===== config.mk =====
export PLATFORM = sky130hd
export DESIGN_NAME = startup_milestone_sequencer_unit_flat
export DESIGN_NICKNAME = d
export VERILOG_FILES = /design/src/hdl/sms_pkg.sv /design/src/hdl/sms_chan_ifs.sv /design/src/hdl/startup_milestone_sequencer_unit.sv /design/src/flat_wrapper.sv
export SDC_FILE = /design/constraint.sdc
export NUM_CORES = 1
export LEC_CHECK = 0
export CAP_MARGIN = 20
export CORE_MARGIN = 10
export CORE_UTILIZATION = 40
export DETAILED_ROUTE_END_ITERATION = 7
export DONT_BUFFER_PORTS = 1
export GPL_TIMING_DRIVEN = 0
export HOLD_SLACK_MARGIN = 0.1
export PLACE_DENSITY_LB_ADDON = 0.2
export SYNTH_ARGS = -nofsm -noshare
export SYNTH_HDL_FRONTEND = slang
export SYNTH_SLANG_ARGS = --single-unit

===== constraint.sdc =====
create_clock -name clock -period 6 [get_ports clock]
set_input_delay 1.5 -clock clock [delete_from_list [all_inputs] [get_ports clock]]
set_output_delay 1.5 -clock clock [all_outputs]
set_load 0.03 [all_outputs]

===== src/hdl/sms_pkg.sv =====
// Shared codes and widths for the startup milestone sequencer.
package sms_pkg;

   localparam int unsigned CMD_W       = 2;
   localparam int unsigned MILESTONE_W = 4;
   localparam int unsigned STATUS_W    = 2;
   localparam int unsigned PHASE_W     = 4;
   localparam int unsigned SEEN_W      = 10;
   localparam int unsigned REVISION_W  = 32;
   localparam int unsigned CSR_INDEX_W = 2;
   localparam int unsigned CSR_DATA_W  = 1;

   // Milestone codes with a role of their own
   localparam logic [MILESTONE_W-1:0] MS_FIRST     = 4'd0;
   localparam logic [MILESTONE_W-1:0] MS_PRE_FRAME = 4'd4;
   localparam logic [MILESTONE_W-1:0] MS_CORE_LAST = 4'd6;
   localparam logic [MILESTONE_W-1:0] MS_FRAME     = 4'd7;
   localparam logic [MILESTONE_W-1:0] MS_INPUT     = 4'd8;
   localparam logic [MILESTONE_W-1:0] MS_AUDIO     = 4'd9;

   typedef enum logic [CMD_W-1:0] {
      CMD_RECORD       = 2'd0,
      CMD_FAIL         = 2'd1,
      CMD_BEGIN_STOP   = 2'd2,
      CMD_MARK_STOPPED = 2'd3
   } cmd_type;

   typedef enum logic [STATUS_W-1:0] {
      ST_APPLIED   = 2'd0,
      ST_DUPLICATE = 2'd1,
      ST_REJECTED  = 2'd2
   } status_type;

   typedef enum logic [PHASE_W-1:0] {
      PH_CREATED   = 4'd0,
      PH_CORE1     = 4'd1,
      PH_CORE2     = 4'd2,
      PH_CORE3     = 4'd3,
      PH_CORE4     = 4'd4,
      PH_CORE5     = 4'd5,
      PH_CORE6     = 4'd6,
      PH_APP_READY = 4'd7,
      PH_READY     = 4'd8,
      PH_FAILURE   = 4'd9,
      PH_STOPPING  = 4'd10,
      PH_STOPPED   = 4'd11
   } phase_type;

   typedef enum logic [CSR_INDEX_W-1:0] {
      CSR_NEED_FRAME = 2'd0,
      CSR_NEED_INPUT = 2'd1,
      CSR_NEED_AUDIO = 2'd2
   } csr_index_type;

endpackage


===== src/hdl/sms_chan_ifs.sv =====
// Request and response channel interfaces of the startup milestone sequencer.
interface sms_req_if;
   import sms_pkg::*;
   logic                   valid;
   logic                   ready;
   logic [CMD_W-1:0]       cmd;
   logic [MILESTONE_W-1:0] milestone;

   modport source (output valid, output cmd, output milestone, input ready);
   modport sink   (input valid, input cmd, input milestone, output ready);
endinterface

interface sms_rsp_if;
   import sms_pkg::*;
   logic                  valid;
   logic                  ready;
   logic [STATUS_W-1:0]   status;
   logic [PHASE_W-1:0]    phase;
   logic [SEEN_W-1:0]     seen_mask;
   logic [REVISION_W-1:0] revision;

   modport source (output valid, output status, output phase, output seen_mask,
                   output revision, input ready);
   modport sink   (input valid, input status, input phase, input seen_mask,
                   input revision, output ready);
endinterface


===== src/hdl/startup_milestone_sequencer_unit.sv =====
// Startup milestone sequencer: lifecycle phase, milestone set and revision counter.
//
// Takes one command beat per clock while the response side is not stalled and returns one
// response beat per command, in order. A command lands in an input register; when the
// result register is free or its response is being taken, the phase, milestone set and
// revision counter are updated and the response (status plus the state after the step)
// is loaded into the result register, so each command passes the input register and then
// the result register. Sustained rate is one command per cycle while the response side is
// not stalled; both registers advance together, so a stalled response holds back only one
// further command. Configuration writes (csr_index 0..2: need frame, need input, need
// audio, bit 0 of csr_wdata) take effect on the next command processed; other indexes
// are ignored.
module startup_milestone_sequencer_unit (
   input  logic                               clock,
   input  logic                               reset,
   sms_req_if.sink                            req_chan,
   sms_rsp_if.source                          rsp_chan,
   input  logic                               csr_we,
   input  logic [sms_pkg::CSR_INDEX_W-1:0]    csr_index,
   input  logic [sms_pkg::CSR_DATA_W-1:0]     csr_wdata
);
   import sms_pkg::*;

   // Configuration
   logic need_frame_ff, need_input_ff, need_audio_ff;

   // Input register
   logic                   in_valid_ff;
   cmd_type                in_cmd_ff;
   logic [MILESTONE_W-1:0] in_ms_ff;

   // Sequencer state
   phase_type             phase_ff, phase_in;
   logic [SEEN_W-1:0]     seen_ff, seen_in;
   logic [REVISION_W-1:0] revision_ff, revision_in;

   // Result register
   logic                  out_valid_ff;
   status_type            out_status_ff, status_in;
   phase_type             out_phase_ff;
   logic [SEEN_W-1:0]     out_seen_ff;
   logic [REVISION_W-1:0] out_revision_ff;

   logic out_free, step, in_take;

   assign out_free = !out_valid_ff || rsp_chan.ready;
   assign step     = in_valid_ff && out_free;
   assign in_take  = req_chan.valid && req_chan.ready;

   assign req_chan.ready = !in_valid_ff || step;

   // Next-state logic for the command in the input register
   logic                   bump;
   logic                   record_ok;
   logic                   terminal;
   logic [PHASE_W-1:0]     expected;
   logic [SEEN_W-1:0]      ms_bit;
   logic                   missing;

   always_comb begin
      status_in = ST_APPLIED;
      phase_in  = phase_ff;
      seen_in   = seen_ff;
      bump      = 1'b0;
      record_ok = 1'b0;
      terminal  = (phase_ff == PH_FAILURE) || (phase_ff == PH_STOPPING) ||
                  (phase_ff == PH_STOPPED);
      expected  = (phase_ff <= PH_CORE6) ? PHASE_W'(phase_ff) : PHASE_W'(MS_CORE_LAST);
      ms_bit    = SEEN_W'(1) << in_ms_ff;

      case (in_cmd_ff)
         CMD_RECORD: begin
            if (in_ms_ff > MS_AUDIO) begin
               status_in = ST_REJECTED;
               phase_in  = PH_FAILURE;
               bump      = 1'b1;
            end else if ((seen_ff & ms_bit) != '0) begin
               status_in = ST_DUPLICATE;
            end else if (terminal) begin
               status_in = ST_REJECTED;
            end else if (in_ms_ff <= MS_CORE_LAST) begin
               if (in_ms_ff != expected) begin
                  status_in = ST_REJECTED;
                  phase_in  = PH_FAILURE;
                  bump      = 1'b1;
               end else begin
                  seen_in   = seen_ff | ms_bit;
                  phase_in  = phase_type'(in_ms_ff + MILESTONE_W'(1));
                  bump      = 1'b1;
                  record_ok = 1'b1;
               end
            end else if (!seen_ff[MS_FIRST] ||
                         (in_ms_ff == MS_FRAME && !seen_ff[MS_PRE_FRAME])) begin
               status_in = ST_REJECTED;
               phase_in  = PH_FAILURE;
               bump      = 1'b1;
            end else begin
               seen_in   = seen_ff | ms_bit;
               bump      = 1'b1;
               record_ok = 1'b1;
            end
         end
         CMD_FAIL: begin
            if (phase_ff == PH_FAILURE) begin
               status_in = ST_DUPLICATE;
            end else if (phase_ff == PH_STOPPED) begin
               status_in = ST_REJECTED;
            end else begin
               phase_in = PH_FAILURE;
               bump     = 1'b1;
            end
         end
         CMD_BEGIN_STOP: begin
            if (phase_ff == PH_STOPPING || phase_ff == PH_STOPPED) begin
               status_in = ST_DUPLICATE;
            end else begin
               phase_in = PH_STOPPING;
               bump     = 1'b1;
            end
         end
         CMD_MARK_STOPPED: begin
            if (phase_ff == PH_STOPPED) begin
               status_in = ST_DUPLICATE;
            end else if (phase_ff != PH_STOPPING) begin
               status_in = ST_REJECTED;
               phase_in  = PH_FAILURE;
               bump      = 1'b1;
            end else begin
               phase_in = PH_STOPPED;
               bump     = 1'b1;
            end
         end
         default: begin
            status_in = ST_REJECTED;
         end
      endcase

      // Once the last core milestone is in, settle on app ready or ready
      missing = (need_frame_ff && !seen_in[MS_FRAME]) ||
                (need_input_ff && !seen_in[MS_INPUT]) ||
                (need_audio_ff && !seen_in[MS_AUDIO]);
      if (record_ok && seen_in[MS_CORE_LAST]) begin
         phase_in = missing ? PH_APP_READY : PH_READY;
      end

      revision_in = revision_ff + REVISION_W'(bump);
   end

   // Control and state
   always_ff @(posedge clock) begin
      if (reset) begin
         need_frame_ff <= 1'b0;
         need_input_ff <= 1'b0;
         need_audio_ff <= 1'b0;
         in_valid_ff   <= 1'b0;
         out_valid_ff  <= 1'b0;
         phase_ff      <= PH_CREATED;
         seen_ff       <= '0;
         revision_ff   <= '0;
      end else begin
         if (csr_we) begin
            case (csr_index_type'(csr_index))
               CSR_NEED_FRAME: need_frame_ff <= csr_wdata[0];
               CSR_NEED_INPUT: need_input_ff <= csr_wdata[0];
               CSR_NEED_AUDIO: need_audio_ff <= csr_wdata[0];
               default: begin
               end
            endcase
         end
         if (req_chan.ready) begin
            in_valid_ff <= req_chan.valid;
         end
         if (out_free) begin
            out_valid_ff <= in_valid_ff;
         end
         if (step) begin
            phase_ff    <= phase_in;
            seen_ff     <= seen_in;
            revision_ff <= revision_in;
         end
      end
   end

   // Payload registers
   always_ff @(posedge clock) begin
      if (in_take) begin
         in_cmd_ff <= cmd_type'(req_chan.cmd);
         in_ms_ff  <= req_chan.milestone;
      end
      if (step) begin
         out_status_ff   <= status_in;
         out_phase_ff    <= phase_in;
         out_seen_ff     <= seen_in;
         out_revision_ff <= revision_in;
      end
   end

   assign rsp_chan.valid     = out_valid_ff;
   assign rsp_chan.status    = STATUS_W'(out_status_ff);
   assign rsp_chan.phase     = PHASE_W'(out_phase_ff);
   assign rsp_chan.seen_mask = out_seen_ff;
   assign rsp_chan.revision  = out_revision_ff;

endmodule

===== src/flat_wrapper.sv =====
// flat-port wrapper written by rule: the top's interface ports become plain ports
module startup_milestone_sequencer_unit_flat import sms_pkg::*;
  (clock, reset, csr_we, csr_index, csr_wdata, req_chan_valid, req_chan_cmd, req_chan_milestone, req_chan_ready, rsp_chan_valid, rsp_chan_status, rsp_chan_phase, rsp_chan_seen_mask, rsp_chan_revision, rsp_chan_ready);
  sms_req_if req_chan_i ();
  sms_rsp_if rsp_chan_i ();
  input  logic clock;
  input  logic reset;
  input  logic csr_we;
  input  logic [sms_pkg::CSR_INDEX_W-1:0] csr_index;
  input  logic [sms_pkg::CSR_DATA_W-1:0] csr_wdata;
  input wire logic [$bits(req_chan_i.valid)-1:0] req_chan_valid;
  input wire logic [$bits(req_chan_i.cmd)-1:0] req_chan_cmd;
  input wire logic [$bits(req_chan_i.milestone)-1:0] req_chan_milestone;
  output wire logic [$bits(req_chan_i.ready)-1:0] req_chan_ready;
  output wire logic [$bits(rsp_chan_i.valid)-1:0] rsp_chan_valid;
  output wire logic [$bits(rsp_chan_i.status)-1:0] rsp_chan_status;
  output wire logic [$bits(rsp_chan_i.phase)-1:0] rsp_chan_phase;
  output wire logic [$bits(rsp_chan_i.seen_mask)-1:0] rsp_chan_seen_mask;
  output wire logic [$bits(rsp_chan_i.revision)-1:0] rsp_chan_revision;
  input wire logic [$bits(rsp_chan_i.ready)-1:0] rsp_chan_ready;
  assign req_chan_i.valid = req_chan_valid;
  assign req_chan_i.cmd = req_chan_cmd;
  assign req_chan_i.milestone = req_chan_milestone;
  assign req_chan_ready = req_chan_i.ready;
  assign rsp_chan_valid = rsp_chan_i.valid;
  assign rsp_chan_status = rsp_chan_i.status;
  assign rsp_chan_phase = rsp_chan_i.phase;
  assign rsp_chan_seen_mask = rsp_chan_i.seen_mask;
  assign rsp_chan_revision = rsp_chan_i.revision;
  assign rsp_chan_i.ready = rsp_chan_ready;
  startup_milestone_sequencer_unit u_core (.clock(clock), .reset(reset), .req_chan(req_chan_i), .rsp_chan(rsp_chan_i), .csr_we(csr_we), .csr_index(csr_index), .csr_wdata(csr_wdata));
endmodule

## After elaboration in Yosys (flattened, before gate mapping)

Cells that the tools add are included.

- Flip-flop bits (word level): 105
- Input port bits: 14
- Word-level logic and storage cells: 109

- Add/subtract/negate cells: 2
- Magnitude comparators: 3
- Eq/ne operators: 11
- Shift operators: 1
- Multiplexer cells: 48
- Bitwise operators: 2
- Reduce and logical (&&, ||, !) cells: 28

Operators with widths:

| cell | count |
|---|---|
| $mux W10 | 7 |
| $mux W4 | 13 |
| $add A32 B1 Y32 | 1 |
| $mux W2 | 11 |
| $pmux W4 S4 | 1 |
| $mux W1 | 14 |
| $eq A4 B4 Y1 const B | 3 |
| $and A10 B10 Y10 | 1 |
| $or A10 B10 Y10 | 1 |
| $reduce_bool A10 Y1 | 1 |
| $shl A1 B4 Y10 const A | 1 |
| $le A4 B3 Y1 const B | 2 |
| $logic_or A1 B1 Y1 | 8 |
| $pmux W2 S4 | 1 |
| $logic_and A1 B1 Y1 | 7 |
| $logic_not A1 Y1 | 7 |
| $eq A2 B2 Y1 const B | 3 |
| $reduce_and A2 Y1 | 3 |
| $add A4 B1 Y4 const B | 1 |
| $eq A2 B1 Y1 const B | 2 |
| $eq A4 B3 Y1 const B | 1 |
| $gt A4 B4 Y1 const B | 1 |
| $logic_not A2 Y1 | 2 |
| $ne A4 B4 Y1 | 1 |
| 2 further kinds | 2 |

## Longest topological paths before layout

- Depth after elaboration: 15
- Depth in mapped cells: 18
- Mapped depth without buffers: 16

## Worst setup path after synthesis

Ideal clock, no wire load.

- Kind: flip-flop to flip-flop
- From: register u_core.in_ms_ff[0]
- To: register u_core.out_revision_ff[28], in the netlist u_core.rsp_chan.revision[28], data pin
- Setup time: 0.258 ns
- Arrival time: 4.036 ns
- Slack: 1.706 ns
- Cell stages (with the launch flop): 18
- Buffers on the path: 1
- Period minus slack after synthesis: 4.294 ns
- Path through: edfxtp_1 > inv_1 > ha_1 > a22o_1 > a222oi_1 > nand2_2 > nor2_2 > o32a_1 > ha_1 > ha_1 > nand3_2 > or3_1 > buf_2 > nor4_4 > nand4_4 > nor2_1 > nand3_1 > xnor2_1

- Cells in the longest elaborated chain, start to end: 7
- Elaborated cells between the ends (all ways): 8
- Those cells by class: add/sub: 1; order compare: 1; shift: 1; mux: 3; bitwise: 1; reduce/logical: 1

Ends and longest elaborated chain:

| what | line | RTL |
|---|---|---|
| start: declaration | startup_milestone_sequencer_unit.sv:30 | `logic [MILESTONE_W-1:0] in_ms_ff;` |
| start signal: assignment | startup_milestone_sequencer_unit.sv:188 | `in_ms_ff <= req_chan.milestone;` |
| $shl A1 B4 Y10 | startup_milestone_sequencer_unit.sv:69 | `ms_bit = SEEN_W'(1) << in_ms_ff;` |
| $and A10 B10 Y10 | startup_milestone_sequencer_unit.sv:77 | `end else if ((seen_ff & ms_bit) != '0) begin` |
| $reduce_bool A10 Y1 | startup_milestone_sequencer_unit.sv:77 |  |
| $mux W1 | startup_milestone_sequencer_unit.sv:77 |  |
| $mux W1 (*) | startup_milestone_sequencer_unit.sv:73 | `if (in_ms_ff > MS_AUDIO) begin` |
| $pmux W1 S4 (*) | startup_milestone_sequencer_unit.sv:71 | `case (in_cmd_ff)` |
| $add A32 B1 Y32 (*) | startup_milestone_sequencer_unit.sv:146 | `revision_in = revision_ff + REVISION_W'(bump);` |
| net u_core.revision_in[28] | startup_milestone_sequencer_unit.sv:35 | `logic [REVISION_W-1:0] revision_ff, revision_in;` |
| end signal: assignment | startup_milestone_sequencer_unit.sv:194 | `out_revision_ff <= revision_in;` |
| end: declaration | startup_milestone_sequencer_unit.sv:42 | `logic [REVISION_W-1:0] out_revision_ff;` |

The timed path passes the listed nets; every way through them passes the cells marked *.
A chain may end at the register's enable or synchronous reset.

## Worst setup path in the final report

Ends and elaborated chain as after synthesis.

==> impl_metrics.json <==
{
  "outcome": "finished, final reports clean",
  "cp-end-kind": "flop",
  "vdd_drop_max_mv": 0.1019,
  "r2r-start": "u_core.in_ms_ff[0]",
  "ys_types": 63,
  "cp-endpoint": "u_core.rsp_chan.revision[28]",
  "grt_start_max_net_pins": 58,
  "finalSetupViolCount": 0,
  "n_antenna_cell": 0,
  "drc": 0,
  "cts_num_sinks": 105,
  "cts_tree": "built",
  "grt_pass1_vias": 3333,
  "ys_seq_elements": 105,
  "core_sq_um": 12110,
  "die_h_um": 131.7,
  "synthCells": 485,
  "wl_per_cell_um": 16.82,
  "cts-resized-gates": 0,
  "grt_pass1_wl_um": 18070,
  "critPathMaxFanout": 7,
  "min_period_over_period": 0.8448,
  "vias": 3545,
  "drt_iter0_drc": 203,
  "clk_pin_slew_ps": 70,
  "tightest_slew_ps": 793.0,
  "drive_gt1_frac": 0.08184,
  "routabilityCongestion": 0.8446,
  "syn-num-nets": 508,
  "yosysSeqAreaShare": 0.5297,
  "ff_latch_area_sq_um": 2643,
  "cts_root_buf": "clkbuf_16",
  "worstPathArrival_ps": 5180,
  "place_inst": 653,
  "power.total_mw": 1.443,
  "die_area_sq_um": 17340,
  "post_dp_cell_area_sq_um": 5202,
  "maxCapViolCount": 0,
  "fin_skew_ps": 8.833,
  "power_leakage_nw": 2.011,
  "wl_um": 11250,
  "r2r_slack_ps": 930,
  "utilization": 0.4520,
  "r2r-end": "u_core.rsp_chan.revision[28]",
  "async_reset_ff_frac": 0,
  "crit_required_ps": 6110,
  "yosys_most_used_dff": "edfxtp_1",
  "powerDensity_nw_per_um2": 263.6,
  "ctsHtreeMaxLevel": 3,
  "setup-tns-final_ps": 0,
  "synth.cell_area_sq_um": 4989,
  "maxSlewViolCount": 0,
  "synth_top_area_cell": "edfxtp_1",
  "cts_setup_buffers": 0,
  "grt.overflow.total": 0,
  "synth_edf_count": 54,
  "cts_hold_buffers": 0,
  "synth_area_leaders": "edfxtp_1 33%, dfxtp_1 20%, xor2_1 5.3%",
  "syn_to_final_growth_pct": 9.732,
  "finalInstanceArea_sq_um": 5474,
  "avgSynthCellArea_sq_um": 10.29,
  "rsz0062_at_grt": "false",
  "cts_max_path_buffers": 2,
  "startpoint_type": "flop",
  "routed_via_density": 5.299,
  "io_pins": 64,
  "start_util": 0.4119,
  "drtAntennaViolNets": 0,
  "drtPass1Iterations": 5,
  "hold_viol": 0,
  "cp-startpoint": "u_core.in_ms_ff[0]",
  "die_w_um": 131.7,
  "fmax_mhz": 197.3,
  "fillers": 1201,
  "rr_worst_depth": 17,
  "numCtsBuffers": 9,
  "multi_input_area_sq_um": 2180,
  "antenna_found_initial": 0,
  "place.detailed.hpwl_um": 8037,
  "hold_path.class": "reg2reg",
  "max-slew-margin-rel": 0.4714,
  "layoutNonFillerInstCount": 669,
  "io_buffers": 0,
  "post-route-min-period_ps": 5069,
  "synth_top_area_frac": 0.3251,
  "rows": 40,
  "grt_usage": 0.1298,
  "clkLatencyLatePin_ps": 350,
  "nNetsFinal": 519,
  "crit_type": "reg2reg",
  "yosysWarnings": 0
}
## worst min path at each step
stage | from | to | slack (ps) | cells past startpoint
after global routing | u_core.revision_ff[0] | u_core.revision_ff[0] | 490 | 2
final | u_core.revision_ff[0] | u_core.revision_ff[0] | 470 | 2
after global placement | u_core.revision_ff[0] | u_core.revision_ff[0] | 450 | 2
after CTS | u_core.revision_ff[0] | u_core.revision_ff[0] | 460 | 2
after detailed placement | u_core.revision_ff[0] | u_core.revision_ff[0] | 450 | 2
after floorplan | u_core.revision_ff[0] | u_core.revision_ff[0] | 440 | 2
## critical path, stage by stage, from the launching register on
cell	delay (ps)
edfxtp_1	480
inv_1	120
ha_1	310
a22o_1	270
a222oi_1	590
nand2_2	240
nor2_2	280
o32a_1	240
ha_1	200
ha_1	230
nand3_2	140
or3_1	390
buf_2	180
nor4_4	480
nand4_4	200
nor2_1	200
nand3_1	120
xnor2_1	150
## through the flow
step | worst slack (ps) | hold slack, ps
after floorplan | 1706 | 440.6
after detailed placement | 930.6 | 453.7
after CTS | 904.1 | 464.4
after global routing | 555.7 | 494.4
final | 931.0 | 465.6
after global placement | 973.8 | 447.3
## power breakdown
group / internal (mW) / switching (mW) / leakage (nW)
sequential: 0.776 / 0.0406 / 0.904
combinational: 0.0206 / 0.0549 / 0.978
clock: 0.283 / 0.268 / 0.129
## cells by family (layout without fill, tap and decap cells)
kind of cell	count (synthesis)	after routing	synth area share
AO/OA/AOI/OAI	78	78	0.1159
XOR/XNOR	52	52	0.09130
adder cells (fa/ha/maj)	9	9	0.02257
flip-flops	105	105	0.5297
multiplexers	5	5	0.01028
buffers and inverters	42	58	0.03336
AND/OR/NAND/NOR	194	194	0.1969
## area by class of cell
class,count,share of cell area
sequential,105,0.4827
inverter,18,0.01234
clock inverter,6,0.007771
multi-input combinational,338,0.3982
clock buffer,10,0.04183
buffer,24,0.01874
tap,168,0.03840
## synthesized netlist by cell type (all sizes together) (2+ instances only)
library cell  instances
a21o                  5
buf                   6
and2                  5
inv                  17
o211a                 5
nor2b                 7
o31a                  2
and2b                 2
nor4                  4
nand2b                5
nand4                10
nand3b                2
a21oi                16
nand3                21
a311oi                2
nand2                45
clkbuf               18
a31oi                 5
o21ai                12
nor3                 10
a22o                  4
xnor2                22
or3                   9
nor2                 68
ha                    9
edfxtp               54
a31o                  3
mux2i                 4
o31ai                 3
xor2                 30
and3                  3
a41oi                 3
dfxtp                51
a22oi                 3
## metal layers
| metal | global-route usage | vias to the layer above | wire (um) |
|---|---|---|---|
| met3 | 0.03925 | 14 | 653 |
| met5 | 0 | - | 0 |
| met4 | 0.05562 | 0 | 200 |
| met2 | 0.1918 | 81 | 5033 |
| li1 | - | 1732 | - |
| met1 | 0.1714 | 1718 | 5363 |
## layout by cell type, fill, tap and decap left out, types with 7 or more instances in the layout
cell type | netlist | layout
nor3_1 | 7 | 7
edfxtp_1 | 54 | 54
nor2_1 | 67 | 67
nand3_1 | 19 | 19
clkbuf_16 | 0 | 9
nand4_1 | 9 | 9
a21oi_1 | 16 | 16
or3_1 | 9 | 9
clkbuf_1 | 17 | 17
xnor2_1 | 22 | 22
xor2_1 | 30 | 30
ha_1 | 9 | 9
dfxtp_1 | 51 | 51
o21ai_0 | 12 | 12
nor2b_1 | 7 | 7
nand2_1 | 44 | 44
inv_1 | 17 | 17
## registers in the layout, indices dropped and copies added (netlist names), 4 cells and up
register and flops:
u_core.in_ms_ff 4, u_core.seen_ff 10, u_core.rsp_chan.phase 4, u_core.rsp_chan.revision 32
u_core.phase_ff 4, u_core.revision_ff 32, u_core.rsp_chan.seen_mask 10
Power figures use the tool's default switching activity.
